<file path="src/sct_pkg.sv">
package sct_pkg;

	localparam int TEXT_CHARS_DEF    = 8;
	localparam int POSITION_BITS_DEF = 16;

	// token kinds
	localparam logic [2:0] KIND_KEYWORD  = 3'd0;
	localparam logic [2:0] KIND_IDENT    = 3'd1;
	localparam logic [2:0] KIND_NUMBER   = 3'd2;
	localparam logic [2:0] KIND_OPERATOR = 3'd3;
	localparam logic [2:0] KIND_STMT_END = 3'd4;
	localparam logic [2:0] KIND_EOF      = 3'd5;
	localparam logic [2:0] KIND_INVALID  = 3'd6;

	// operator codes
	localparam logic [3:0] OP_PLUS  = 4'd0;
	localparam logic [3:0] OP_MINUS = 4'd1;
	localparam logic [3:0] OP_STAR  = 4'd2;
	localparam logic [3:0] OP_SLASH = 4'd3;
	localparam logic [3:0] OP_ASSIGN = 4'd4;
	localparam logic [3:0] OP_LPAREN = 4'd5;
	localparam logic [3:0] OP_RPAREN = 4'd6;
	localparam logic [3:0] OP_LT    = 4'd7;
	localparam logic [3:0] OP_GT    = 4'd8;
	localparam logic [3:0] OP_BANG  = 4'd9;
	localparam logic [3:0] OP_LBRACE = 4'd10;
	localparam logic [3:0] OP_RBRACE = 4'd11;
	localparam logic [3:0] OP_EQEQ  = 4'd12;
	localparam logic [3:0] OP_GE    = 4'd13;
	localparam logic [3:0] OP_LE    = 4'd14;
	localparam logic [3:0] OP_NE    = 4'd15;

	// keyword codes
	localparam logic [3:0] KW_DEF    = 4'd0;
	localparam logic [3:0] KW_EXTERN = 4'd1;
	localparam logic [3:0] KW_IF     = 4'd2;
	localparam logic [3:0] KW_ELSE   = 4'd3;
	localparam logic [3:0] KW_WHILE  = 4'd4;

	// keyword spellings, first character in the low byte
	localparam logic [63:0] KW_DEF_TEXT    = 64'h0000_0000_0066_6564;
	localparam logic [63:0] KW_EXTERN_TEXT = 64'h0000_6e72_6574_7865;
	localparam logic [63:0] KW_IF_TEXT     = 64'h0000_0000_0000_6669;
	localparam logic [63:0] KW_ELSE_TEXT   = 64'h0000_0000_6573_6c65;
	localparam logic [63:0] KW_WHILE_TEXT  = 64'h0000_0065_6c69_6877;

	typedef struct packed {
		logic [2:0]  kind;
		logic [3:0]  code;
		logic [63:0] text;
		logic [7:0]  length;
		logic        trunc;
		logic        last;
	} tok_info_t;

	// {hit, code}
	function automatic logic [4:0] op_lookup(logic [7:0] c);
		logic [4:0] r;
		r = 5'd0;
		case (c)
			8'h2b: r = {1'b1, OP_PLUS};
			8'h2d: r = {1'b1, OP_MINUS};
			8'h2a: r = {1'b1, OP_STAR};
			8'h2f: r = {1'b1, OP_SLASH};
			8'h3d: r = {1'b1, OP_ASSIGN};
			8'h28: r = {1'b1, OP_LPAREN};
			8'h29: r = {1'b1, OP_RPAREN};
			8'h3c: r = {1'b1, OP_LT};
			8'h3e: r = {1'b1, OP_GT};
			8'h21: r = {1'b1, OP_BANG};
			8'h7b: r = {1'b1, OP_LBRACE};
			8'h7d: r = {1'b1, OP_RBRACE};
			default: r = 5'd0;
		endcase
		return r;
	endfunction

	// {hit, code}; caller rules out truncated text
	function automatic logic [4:0] kw_lookup(logic [63:0] text, logic [7:0] len);
		logic [4:0] r;
		r = 5'd0;
		if (len == 8'd3 && text == KW_DEF_TEXT)
			r = {1'b1, KW_DEF};
		else if (len == 8'd6 && text == KW_EXTERN_TEXT)
			r = {1'b1, KW_EXTERN};
		else if (len == 8'd2 && text == KW_IF_TEXT)
			r = {1'b1, KW_IF};
		else if (len == 8'd4 && text == KW_ELSE_TEXT)
			r = {1'b1, KW_ELSE};
		else if (len == 8'd5 && text == KW_WHILE_TEXT)
			r = {1'b1, KW_WHILE};
		return r;
	endfunction

endpackage

</file>
<file path="src/source_code_tokenizer.sv">
// Streaming source tokenizer.
//
// Input channel (src_valid / src_stall): one source byte per request,
// byte_in plus end_of_source. A zero byte or end_of_source flushes the
// pending token, emits an end-of-file token and restarts at line 1,
// column 1.
// Output channel (tok_valid / tok_stall): one token per request. A byte
// gives zero, one or two tokens; last_of_run marks the final one.
//
// Path: a byte accepted into the input register is scanned there, and its
// tokens are written into the result queue, whose head drives the outputs.
// Throughput: one byte per cycle while each byte gives at most one token
// and the receiver keeps up. A byte that gives two tokens can hold the
// input: the three-entry result queue must have two free slots before
// the input register is scanned.
// Stall: while tok_stall is high the queue fills, then the input
// register holds its byte and src_stall rises.
// Reset: arst_n clears the scanner to idle at line 1, column 1 and
// empties the queue and the input register.
module source_code_tokenizer import sct_pkg::*; #(
	parameter int TEXT_CHARS    = TEXT_CHARS_DEF,
	parameter int POSITION_BITS = POSITION_BITS_DEF
) (
	input  logic                     clk,
	input  logic                     arst_n,
	input  logic                     src_valid,
	output logic                     src_stall,
	input  logic [7:0]               byte_in,
	input  logic                     end_of_source,
	output logic                     tok_valid,
	input  logic                     tok_stall,
	output logic [2:0]               token_kind,
	output logic [3:0]               token_code,
	output logic [63:0]              token_text,
	output logic [7:0]               token_length,
	output logic                     text_truncated,
	output logic [POSITION_BITS-1:0] start_line,
	output logic [POSITION_BITS-1:0] start_column,
	output logic                     last_of_run
);

	logic       valid_s1;
	logic [7:0] byte_s1;
	logic       eos_s1;
	logic       room, proc;

	logic                     res0_v, res1_v;
	tok_info_t                res0, res1, head;
	logic [POSITION_BITS-1:0] res0_line, res0_col, res1_line, res1_col;

	// input register is scanned once the queue has space for two tokens
	assign proc      = valid_s1 && room;
	assign src_stall = valid_s1 && !room;

	always_ff @(posedge clk or negedge arst_n) begin
		if (!arst_n)
			valid_s1 <= 1'b0;
		else if (!src_stall)
			valid_s1 <= src_valid;
	end

	always_ff @(posedge clk) begin
		if (src_valid && !src_stall) begin
			byte_s1 <= byte_in;
			eos_s1  <= end_of_source;
		end
	end

	sct_scan #(
		.TEXT_CHARS   (TEXT_CHARS),
		.POSITION_BITS(POSITION_BITS)
	) u_scan (
		.clk      (clk),
		.arst_n   (arst_n),
		.proc     (proc),
		.c        (byte_s1),
		.eos      (eos_s1),
		.res0_v   (res0_v),
		.res0     (res0),
		.res0_line(res0_line),
		.res0_col (res0_col),
		.res1_v   (res1_v),
		.res1     (res1),
		.res1_line(res1_line),
		.res1_col (res1_col)
	);

	sct_outq #(
		.POSITION_BITS(POSITION_BITS)
	) u_outq (
		.clk      (clk),
		.arst_n   (arst_n),
		.push0    (proc && res0_v),
		.in0      (res0),
		.in0_line (res0_line),
		.in0_col  (res0_col),
		.push1    (proc && res1_v),
		.in1      (res1),
		.in1_line (res1_line),
		.in1_col  (res1_col),
		.room     (room),
		.out_valid(tok_valid),
		.out_stall(tok_stall),
		.out_info (head),
		.out_line (start_line),
		.out_col  (start_column)
	);

	assign token_kind     = head.kind;
	assign token_code     = head.code;
	assign token_text     = head.text;
	assign token_length   = head.length;
	assign text_truncated = head.trunc;
	assign last_of_run    = head.last;

endmodule

</file>
<file path="src/sct_scan.sv">
module sct_scan import sct_pkg::*; #(
	parameter int TEXT_CHARS    = TEXT_CHARS_DEF,
	parameter int POSITION_BITS = POSITION_BITS_DEF
) (
	input  logic                     clk,
	input  logic                     arst_n,
	input  logic                     proc,
	input  logic [7:0]               c,
	input  logic                     eos,
	output logic                     res0_v,
	output tok_info_t                res0,
	output logic [POSITION_BITS-1:0] res0_line,
	output logic [POSITION_BITS-1:0] res0_col,
	output logic                     res1_v,
	output tok_info_t                res1,
	output logic [POSITION_BITS-1:0] res1_line,
	output logic [POSITION_BITS-1:0] res1_col
);

	localparam int BW = 8 * TEXT_CHARS;
	localparam logic [1:0] MODE_IDLE   = 2'd0;
	localparam logic [1:0] MODE_IDENT  = 2'd1;
	localparam logic [1:0] MODE_NUMBER = 2'd2;
	localparam logic [1:0] MODE_OPWAIT = 2'd3;
	localparam logic [POSITION_BITS-1:0] POS_ONE = POSITION_BITS'(1);

	logic [1:0]               mode_q, mode_n;
	logic [BW-1:0]            buf_q, buf_n, buf_app;
	logic [7:0]               cnt_q, cnt_n;
	logic [POSITION_BITS-1:0] tline_q, tline_n, tcol_q, tcol_n;
	logic [POSITION_BITS-1:0] cline_q, cline_n, ccol_q, ccol_n;

	logic is_end, is_alpha, is_digit, is_skip, is_opw;
	logic [4:0] op_c, op_f, kw;
	logic [3:0] pair_code;
	logic       pair_hit, fl_trunc, done, flush;
	tok_info_t  fl, a, b;
	logic       a_v, b_v;
	logic [POSITION_BITS-1:0] b_line, b_col;

	assign is_end   = eos || (c == 8'h00);
	assign is_alpha = (c >= 8'h61 && c <= 8'h7a) || (c >= 8'h41 && c <= 8'h5a);
	assign is_digit = (c >= 8'h30 && c <= 8'h39);
	assign is_skip  = (c == 8'h20) || (c == 8'h2c) || (c >= 8'h09 && c <= 8'h0d);
	assign is_opw   = (c == 8'h3d) || (c == 8'h3c) || (c == 8'h3e);
	assign op_c     = op_lookup(c);
	assign op_f     = op_lookup(buf_q[7:0]);
	assign fl_trunc = cnt_q > 8'(TEXT_CHARS);
	assign kw       = kw_lookup(64'(buf_q), cnt_q);

	// two-character operators: first char pending, c completes it
	always_comb begin
		pair_hit  = 1'b1;
		pair_code = OP_EQEQ;
		if (c == 8'h3d && buf_q[7:0] == 8'h3d)
			pair_code = OP_EQEQ;
		else if (c == 8'h3d && buf_q[7:0] == 8'h3e)
			pair_code = OP_GE;
		else if (c == 8'h3d && buf_q[7:0] == 8'h3c)
			pair_code = OP_LE;
		else if (c == 8'h3e && buf_q[7:0] == 8'h3c)
			pair_code = OP_NE;
		else
			pair_hit = 1'b0;
	end

	// append c at the next free character slot
	always_comb begin
		buf_app = buf_q;
		for (int i = 0; i < TEXT_CHARS; i++) begin
			if (cnt_q == 8'(i))
				buf_app[8*i +: 8] = c;
		end
	end

	// pending token as it would be emitted now
	always_comb begin
		fl        = '0;
		fl.text   = 64'(buf_q);
		fl.length = cnt_q;
		fl.trunc  = fl_trunc;
		case (mode_q)
			MODE_IDENT: begin
				fl.kind = KIND_IDENT;
				if (kw[4] && !fl_trunc) begin
					fl.kind = KIND_KEYWORD;
					fl.code = kw[3:0];
				end
			end
			MODE_NUMBER: fl.kind = KIND_NUMBER;
			MODE_OPWAIT: begin
				fl.kind   = KIND_OPERATOR;
				fl.code   = op_f[3:0];
				fl.text   = 64'(buf_q[7:0]);
				fl.length = 8'd1;
				fl.trunc  = 1'b0;
			end
			default: ;
		endcase
	end

	always_comb begin
		mode_n  = mode_q;
		buf_n   = buf_q;
		cnt_n   = cnt_q;
		tline_n = tline_q;
		tcol_n  = tcol_q;
		cline_n = cline_q;
		ccol_n  = ccol_q;
		a_v     = 1'b0;
		a       = fl;
		b_v     = 1'b0;
		b       = '0;
		b_line  = cline_q;
		b_col   = ccol_q;
		done    = 1'b0;
		flush   = 1'b0;
		if (is_end) begin
			a_v     = (mode_q != MODE_IDLE);
			b_v     = 1'b1;
			b.kind  = KIND_EOF;
			mode_n  = MODE_IDLE;
			buf_n   = '0;
			cnt_n   = '0;
			tline_n = POS_ONE;
			tcol_n  = POS_ONE;
			cline_n = POS_ONE;
			ccol_n  = POS_ONE;
		end else begin
			case (mode_q)
				MODE_IDENT: begin
					if (is_alpha || is_digit || c == 8'h5f) begin
						done  = 1'b1;
						buf_n = buf_app;
						cnt_n = (cnt_q == 8'hff) ? cnt_q : cnt_q + 8'd1;
					end else
						flush = 1'b1;
				end
				MODE_NUMBER: begin
					if (is_digit || c == 8'h2e) begin
						done  = 1'b1;
						buf_n = buf_app;
						cnt_n = (cnt_q == 8'hff) ? cnt_q : cnt_q + 8'd1;
					end else
						flush = 1'b1;
				end
				MODE_OPWAIT: begin
					if (pair_hit) begin
						done     = 1'b1;
						a_v      = 1'b1;
						a        = '0;
						a.kind   = KIND_OPERATOR;
						a.code   = pair_code;
						a.text   = {48'd0, c, buf_q[7:0]};
						a.length = 8'd2;
						mode_n   = MODE_IDLE;
						buf_n    = '0;
						cnt_n    = '0;
					end else
						flush = 1'b1;
				end
				default: ;
			endcase
			if (flush) begin
				a_v    = 1'b1;
				mode_n = MODE_IDLE;
				buf_n  = '0;
				cnt_n  = '0;
			end
			if (!done && !is_skip) begin
				if (is_alpha || is_digit || is_opw) begin
					mode_n  = is_alpha ? MODE_IDENT : (is_digit ? MODE_NUMBER : MODE_OPWAIT);
					buf_n   = BW'(c);
					cnt_n   = 8'd1;
					tline_n = cline_q;
					tcol_n  = ccol_q;
				end else begin
					b_v      = 1'b1;
					b.text   = 64'(c);
					b.length = 8'd1;
					if (op_c[4]) begin
						b.kind = KIND_OPERATOR;
						b.code = op_c[3:0];
					end else if (c == 8'h3b)
						b.kind = KIND_STMT_END;
					else
						b.kind = KIND_INVALID;
				end
			end
			if (c == 8'h0a) begin
				cline_n = (cline_q == '1) ? cline_q : cline_q + POS_ONE;
				ccol_n  = POS_ONE;
			end else
				ccol_n = (ccol_q == '1) ? ccol_q : ccol_q + POS_ONE;
		end
	end

	// pack the results in order, last flag on the final one
	always_comb begin
		res0_v    = a_v || b_v;
		res1_v    = a_v && b_v;
		res0      = a_v ? a : b;
		res0_line = a_v ? tline_q : b_line;
		res0_col  = a_v ? tcol_q : b_col;
		res0.last = !(a_v && b_v);
		res1      = b;
		res1.last = 1'b1;
		res1_line = b_line;
		res1_col  = b_col;
	end

	always_ff @(posedge clk or negedge arst_n) begin
		if (!arst_n) begin
			mode_q  <= MODE_IDLE;
			buf_q   <= '0;
			cnt_q   <= '0;
			tline_q <= POS_ONE;
			tcol_q  <= POS_ONE;
			cline_q <= POS_ONE;
			ccol_q  <= POS_ONE;
		end else if (proc) begin
			mode_q  <= mode_n;
			buf_q   <= buf_n;
			cnt_q   <= cnt_n;
			tline_q <= tline_n;
			tcol_q  <= tcol_n;
			cline_q <= cline_n;
			ccol_q  <= ccol_n;
		end
	end

endmodule

</file>
<file path="src/sct_outq.sv">
module sct_outq import sct_pkg::*; #(
	parameter int POSITION_BITS = POSITION_BITS_DEF
) (
	input  logic                     clk,
	input  logic                     arst_n,
	input  logic                     push0,
	input  tok_info_t                in0,
	input  logic [POSITION_BITS-1:0] in0_line,
	input  logic [POSITION_BITS-1:0] in0_col,
	input  logic                     push1,
	input  tok_info_t                in1,
	input  logic [POSITION_BITS-1:0] in1_line,
	input  logic [POSITION_BITS-1:0] in1_col,
	output logic                     room,
	output logic                     out_valid,
	input  logic                     out_stall,
	output tok_info_t                out_info,
	output logic [POSITION_BITS-1:0] out_line,
	output logic [POSITION_BITS-1:0] out_col
);

	localparam int DEPTH = 3;

	typedef struct packed {
		tok_info_t                info;
		logic [POSITION_BITS-1:0] line;
		logic [POSITION_BITS-1:0] col;
	} ent_t;

	ent_t       ent_q [DEPTH];
	ent_t       ent_n [DEPTH];
	logic [1:0] cnt_q, cnt_n, base;
	logic       pop;

	// two free slots needed before an item may be processed
	assign room      = cnt_q <= 2'd1;
	assign out_valid = cnt_q != 2'd0;
	assign pop       = out_valid && !out_stall;
	assign out_info  = ent_q[0].info;
	assign out_line  = ent_q[0].line;
	assign out_col   = ent_q[0].col;
	assign base      = cnt_q - 2'(pop);

	always_comb begin
		for (int i = 0; i < DEPTH - 1; i++)
			ent_n[i] = pop ? ent_q[i+1] : ent_q[i];
		ent_n[DEPTH-1] = ent_q[DEPTH-1];
		for (int i = 0; i < DEPTH; i++) begin
			if (push0 && base == 2'(i))
				ent_n[i] = '{info: in0, line: in0_line, col: in0_col};
			if (push1 && base + 2'd1 == 2'(i))
				ent_n[i] = '{info: in1, line: in1_line, col: in1_col};
		end
		cnt_n = base + 2'(push0) + 2'(push1);
	end

	always_ff @(posedge clk or negedge arst_n) begin
		if (!arst_n)
			cnt_q <= '0;
		else
			cnt_q <= cnt_n;
	end

	always_ff @(posedge clk) begin
		for (int i = 0; i < DEPTH; i++)
			ent_q[i] <= ent_n[i];
	end

endmodule

</file>
<file path="config.mk">
export PLATFORM = sky130hd
export DESIGN_NAME = source_code_tokenizer
export DESIGN_NICKNAME = d
export VERILOG_FILES = /design/src/sct_pkg.sv /design/src/source_code_tokenizer.sv /design/src/sct_scan.sv /design/src/sct_outq.sv
export SDC_FILE = /design/constraint.sdc
export NUM_CORES = 1
export LEC_CHECK = 0
export ABC_AREA = 1
export BUFFER_PORTS_ARGS = -buffer_cell sky130_fd_sc_hd__clkbuf_2
export CORE_UTILIZATION = 50
export DETAILED_ROUTE_END_ITERATION = 8
export PLACE_DENSITY = 0.77
export SETUP_SLACK_MARGIN = 0.1
export SLEW_MARGIN = 20
export SYNTH_ARGS = -nofsm -noshare
export SYNTH_HDL_FRONTEND = slang
export SYNTH_SLANG_ARGS = --single-unit
export TNS_END_PERCENT = 10
</file>
<file path="constraint.sdc">
create_clock -name clk -period 4.1 [get_ports clk]
set_clock_uncertainty 0.05 [all_clocks]
set_input_delay 0.205 -clock clk [delete_from_list [all_inputs] [get_ports clk]]
set_output_delay 0.205 -clock clk [all_outputs]
set_load 0.02 [all_outputs]
</file>
==> impl_metrics.tcl <==
set metrics [dict create \
    cts.sinks 489 \
    synth_seq_area_share_pct 43.5 \
    hold_class "input pin to async pin" \
    grt_pass1_vias 24119 \
    vias_per_cell 6.06 \
    area_delta_synth_final_pct 7.51 \
    start_kind "flop" \
    critPathCaptureType "flop" \
    reg2reg_to "u_outq.ent_q[0][143]" \
    core_area_um2 54200 \
    drc_errors 0 \
    die_x_um 237 \
    antenna_found_initial 1 \
    p_leak_nw 13.7 \
    clkLatencyLatePin_ns 0.60 \
    ctsRootBufferMaster "clkbuf_16" \
    synth_edf_count 153 \
    vias 26517 \
    async_flop_share_pct 28.8 \
    die_area_um2 56300 \
    layout.cells.non_filler 4379 \
    dp_hpwl_mm 51.0 \
    fin_setup_tns_ns 0 \
    r2r-start "byte_s1[0]" \
    synth_area_per_cell_um2 7.31 \
    path_clk_slew_ns 0.06 \
    synthCells 3784 \
    worst_slew_pin_slew_ns 1.04 \
    max-cap-violations 0 \
    grt_setup_unrepaired "false" \
    irDropWorstVdd_mv 0.691 \
    hold_violations 0 \
    grt_pass1_wl_mm 132 \
    syn-num-nets 3805 \
    layout_commonest_cell "nand2_1" \
    cts_made_buffers 52 \
    cts_tree "yes" \
    critPathMaxFanout 48 \
    synth.distinct_cells 52 \
    fp-row-count 85 \
    grt_max_degree 111 \
    nNetsFinal 3659 \
    drive_gt1_share_pct 9.26 \
    wirelength_mm 82.7 \
    cp.arrival_ns 4.13 \
    synth_ff_type "dfxtp_1" \
    setup_viol 0 \
    final_cell_mix "nand2_1, nand3_1, nand4_1, inv_1, o21ai_0" \
    first_iter_violations 3669 \
    crit_end "u_outq.ent_q[0][143]" \
    crit_type "flop to flop" \
    regArea_um2 12000 \
    groute.usage.overall_pct 28.8 \
    fin_crit_sh_pct 90.7 \
    drtPass1Iterations 7 \
    cts_resized 0 \
    die_y_um 237 \
    r2r_cells 14 \
    ys_warn_count 0 \
    drtAntennaViolNets 0 \
    nFillCells 5052 \
    ctsLongestPathBuffers 3 \
    io_pins 128 \
    wl_per_cell_um 18.9 \
    gp_congestion 1.02 \
    crit_start "byte_s1[0]" \
    dp_cells 4266 \
    r2r_slack_ns 0.38 \
    whs_ns 0.177 \
    cellPowerDensity_nw_per_um2 807 \
    ys_seq_elements 489 \
    fin_crit_ns 3.72 \
    relSlewSlack_pct 30.3 \
    multi_input_area_um2 12400 \
    max_freq_mhz 269 \
    drv_slew 0 \
    synth_area_um2 27700 \
    status "finished, final reports clean" \
    start_util_pct 51.0 \
    numPortBuffers 127 \
    worstPathRequired_ns 4.51 \
    gr-total-overflow 0 \
    cts_max_level 2 \
]
power breakdown:
group	internal, mW	switching (mW)
logic	2.85	8.56
registers	6.84	0.608
clock network	3.09	2.04
logic make-up (layout without fill, tap and decap cells):
group | Yosys count | count (layout) | share of synthesized area [%]
xor gates and xnor gates | 11 | 11 | 0.348
AOI/OAI and AO/OA | 364 | 364 | 7.09
DFF | 489 | 489 | 43.5
and+or+nand+nor | 2219 | 2219 | 36.7
adders and majority gates | 8 | 8 | 0.362
buffers and inverters | 693 | 591 | 12.0
other | 0 | 1 | 0
stage by stage:
step                util (%)  setup WS, ns  instance area (µm²)  total power, mW
finish                  54.8         0.382                29700             24.0
global route            54.8         0.146                29700             25.3
CTS                     54.8         0.436                29700             23.8
detailed placement      51.1         0.452                27700             18.6
global placement        51.1         0.506                27700             18.4
floorplan                  -         0.186                27700             16.0
worst min path at each step:
stage	start	endpoint	slack, ns
floorplan	arst_n	u_outq.cnt_q[0]	-0.14
global placement	arst_n	u_scan.tcol_q[13]	0.28
detailed placement	arst_n	u_scan.tcol_q[13]	0.28
CTS	arst_n	u_scan.tcol_q[13]	0.22
global route	arst_n	u_scan.tcol_q[13]	0.27
finish	arst_n	u_scan.tcol_q[12]	0.18
flip-flops by register name, indices dropped and copies added, names as in the netlist:
register	cells
u_outq.ent_q	339
u_scan.buf_q	64
u_scan.res1_col	16
u_scan.res1_line	16
u_scan.tcol_q	16
u_scan.tline_q	16
byte_s1	8
u_scan.cnt_q	8
u_outq.cnt_q	2
u_scan.mode_q	2
eos_s1	1
valid_s1	1
timing repair:
item,4_1_cts,5_1_grt
buffers inserted,0,3
hold buffers,11,0
hold endpoints to repair,92,0
endpoints found under the setup margin,0,56
area by class of cell:
class	instances	share of cell area [%]
diodes	1	0.00841
clock buffers	81	5.68
clock inverters	17	0.656
inverters	289	3.67
multi-input cells	2602	41.8
flip-flops and latches	489	40.4
well taps	696	2.93
repair buffers	204	4.82
Yosys cell counts (3+ instances only):
| cell type | count | area share (%) |
|---|---|---|
| a21oi_1 | 49 | 0.89 |
| a22oi_1 | 4 | 0.11 |
| a31oi_1 | 3 | 0.068 |
| a32oi_1 | 3 | 0.095 |
| buf_1 | 19 | 0.26 |
| buf_2 | 85 | 1.5 |
| buf_4 | 148 | 4.0 |
| buf_6 | 7 | 0.28 |
| clkbuf_1 | 143 | 1.9 |
| clkinv_1 | 4 | 0.054 |
| dfrtp_1 | 137 | 12 |
| dfstp_2 | 4 | 0.38 |
| dfxtp_1 | 195 | 14 |
| edfxtp_1 | 153 | 17 |
| ha_1 | 8 | 0.36 |
| inv_1 | 272 | 3.7 |
| inv_2 | 13 | 0.18 |
| nand2_1 | 1113 | 15 |
| nand2_2 | 8 | 0.18 |
| nand2_4 | 3 | 0.12 |
| nand3_1 | 532 | 9.6 |
| nand3_2 | 6 | 0.22 |
| nand3b_1 | 6 | 0.16 |
| nand4_1 | 353 | 8.0 |
| nor2_1 | 126 | 1.7 |
| nor2_2 | 5 | 0.11 |
| nor2_4 | 4 | 0.16 |
| nor3_1 | 42 | 0.76 |
| nor4_1 | 14 | 0.32 |
| o211ai_1 | 3 | 0.081 |
| o21ai_0 | 242 | 4.4 |
| o21ai_1 | 24 | 0.43 |
| o221ai_1 | 8 | 0.25 |
| o22ai_1 | 10 | 0.23 |
| o31ai_1 | 8 | 0.22 |
| xor2_1 | 9 | 0.28 |
worst max-delay path, stage by stage, from the launching register on:
cell and delay (ns):
edfxtp_1 0.76, nand2_1 0.28, nand2_1 0.11, nand3_1 0.06, nand3_1 0.17, nand3_1 0.12
nand2_1 0.10, nand2_2 0.08, nor2_4 0.26, nand2_4 0.12, a21oi_4 0.23, nand3_4 0.14
inv_2 0.81, nand2_1 0.14, nand2_1 0.13
layer usage:
layer	part of all wire [%]	routed length [µm]	up-vias	track usage [%]
met5	0	0	-	0
met4	3.2	2660	0	9.95
met3	10	8680	192	4.74
met2	44	36300	1543	43.5
met1	42	35100	12386	41.7
li1	-	-	12396	-
(Power assumes the default switching activity.)
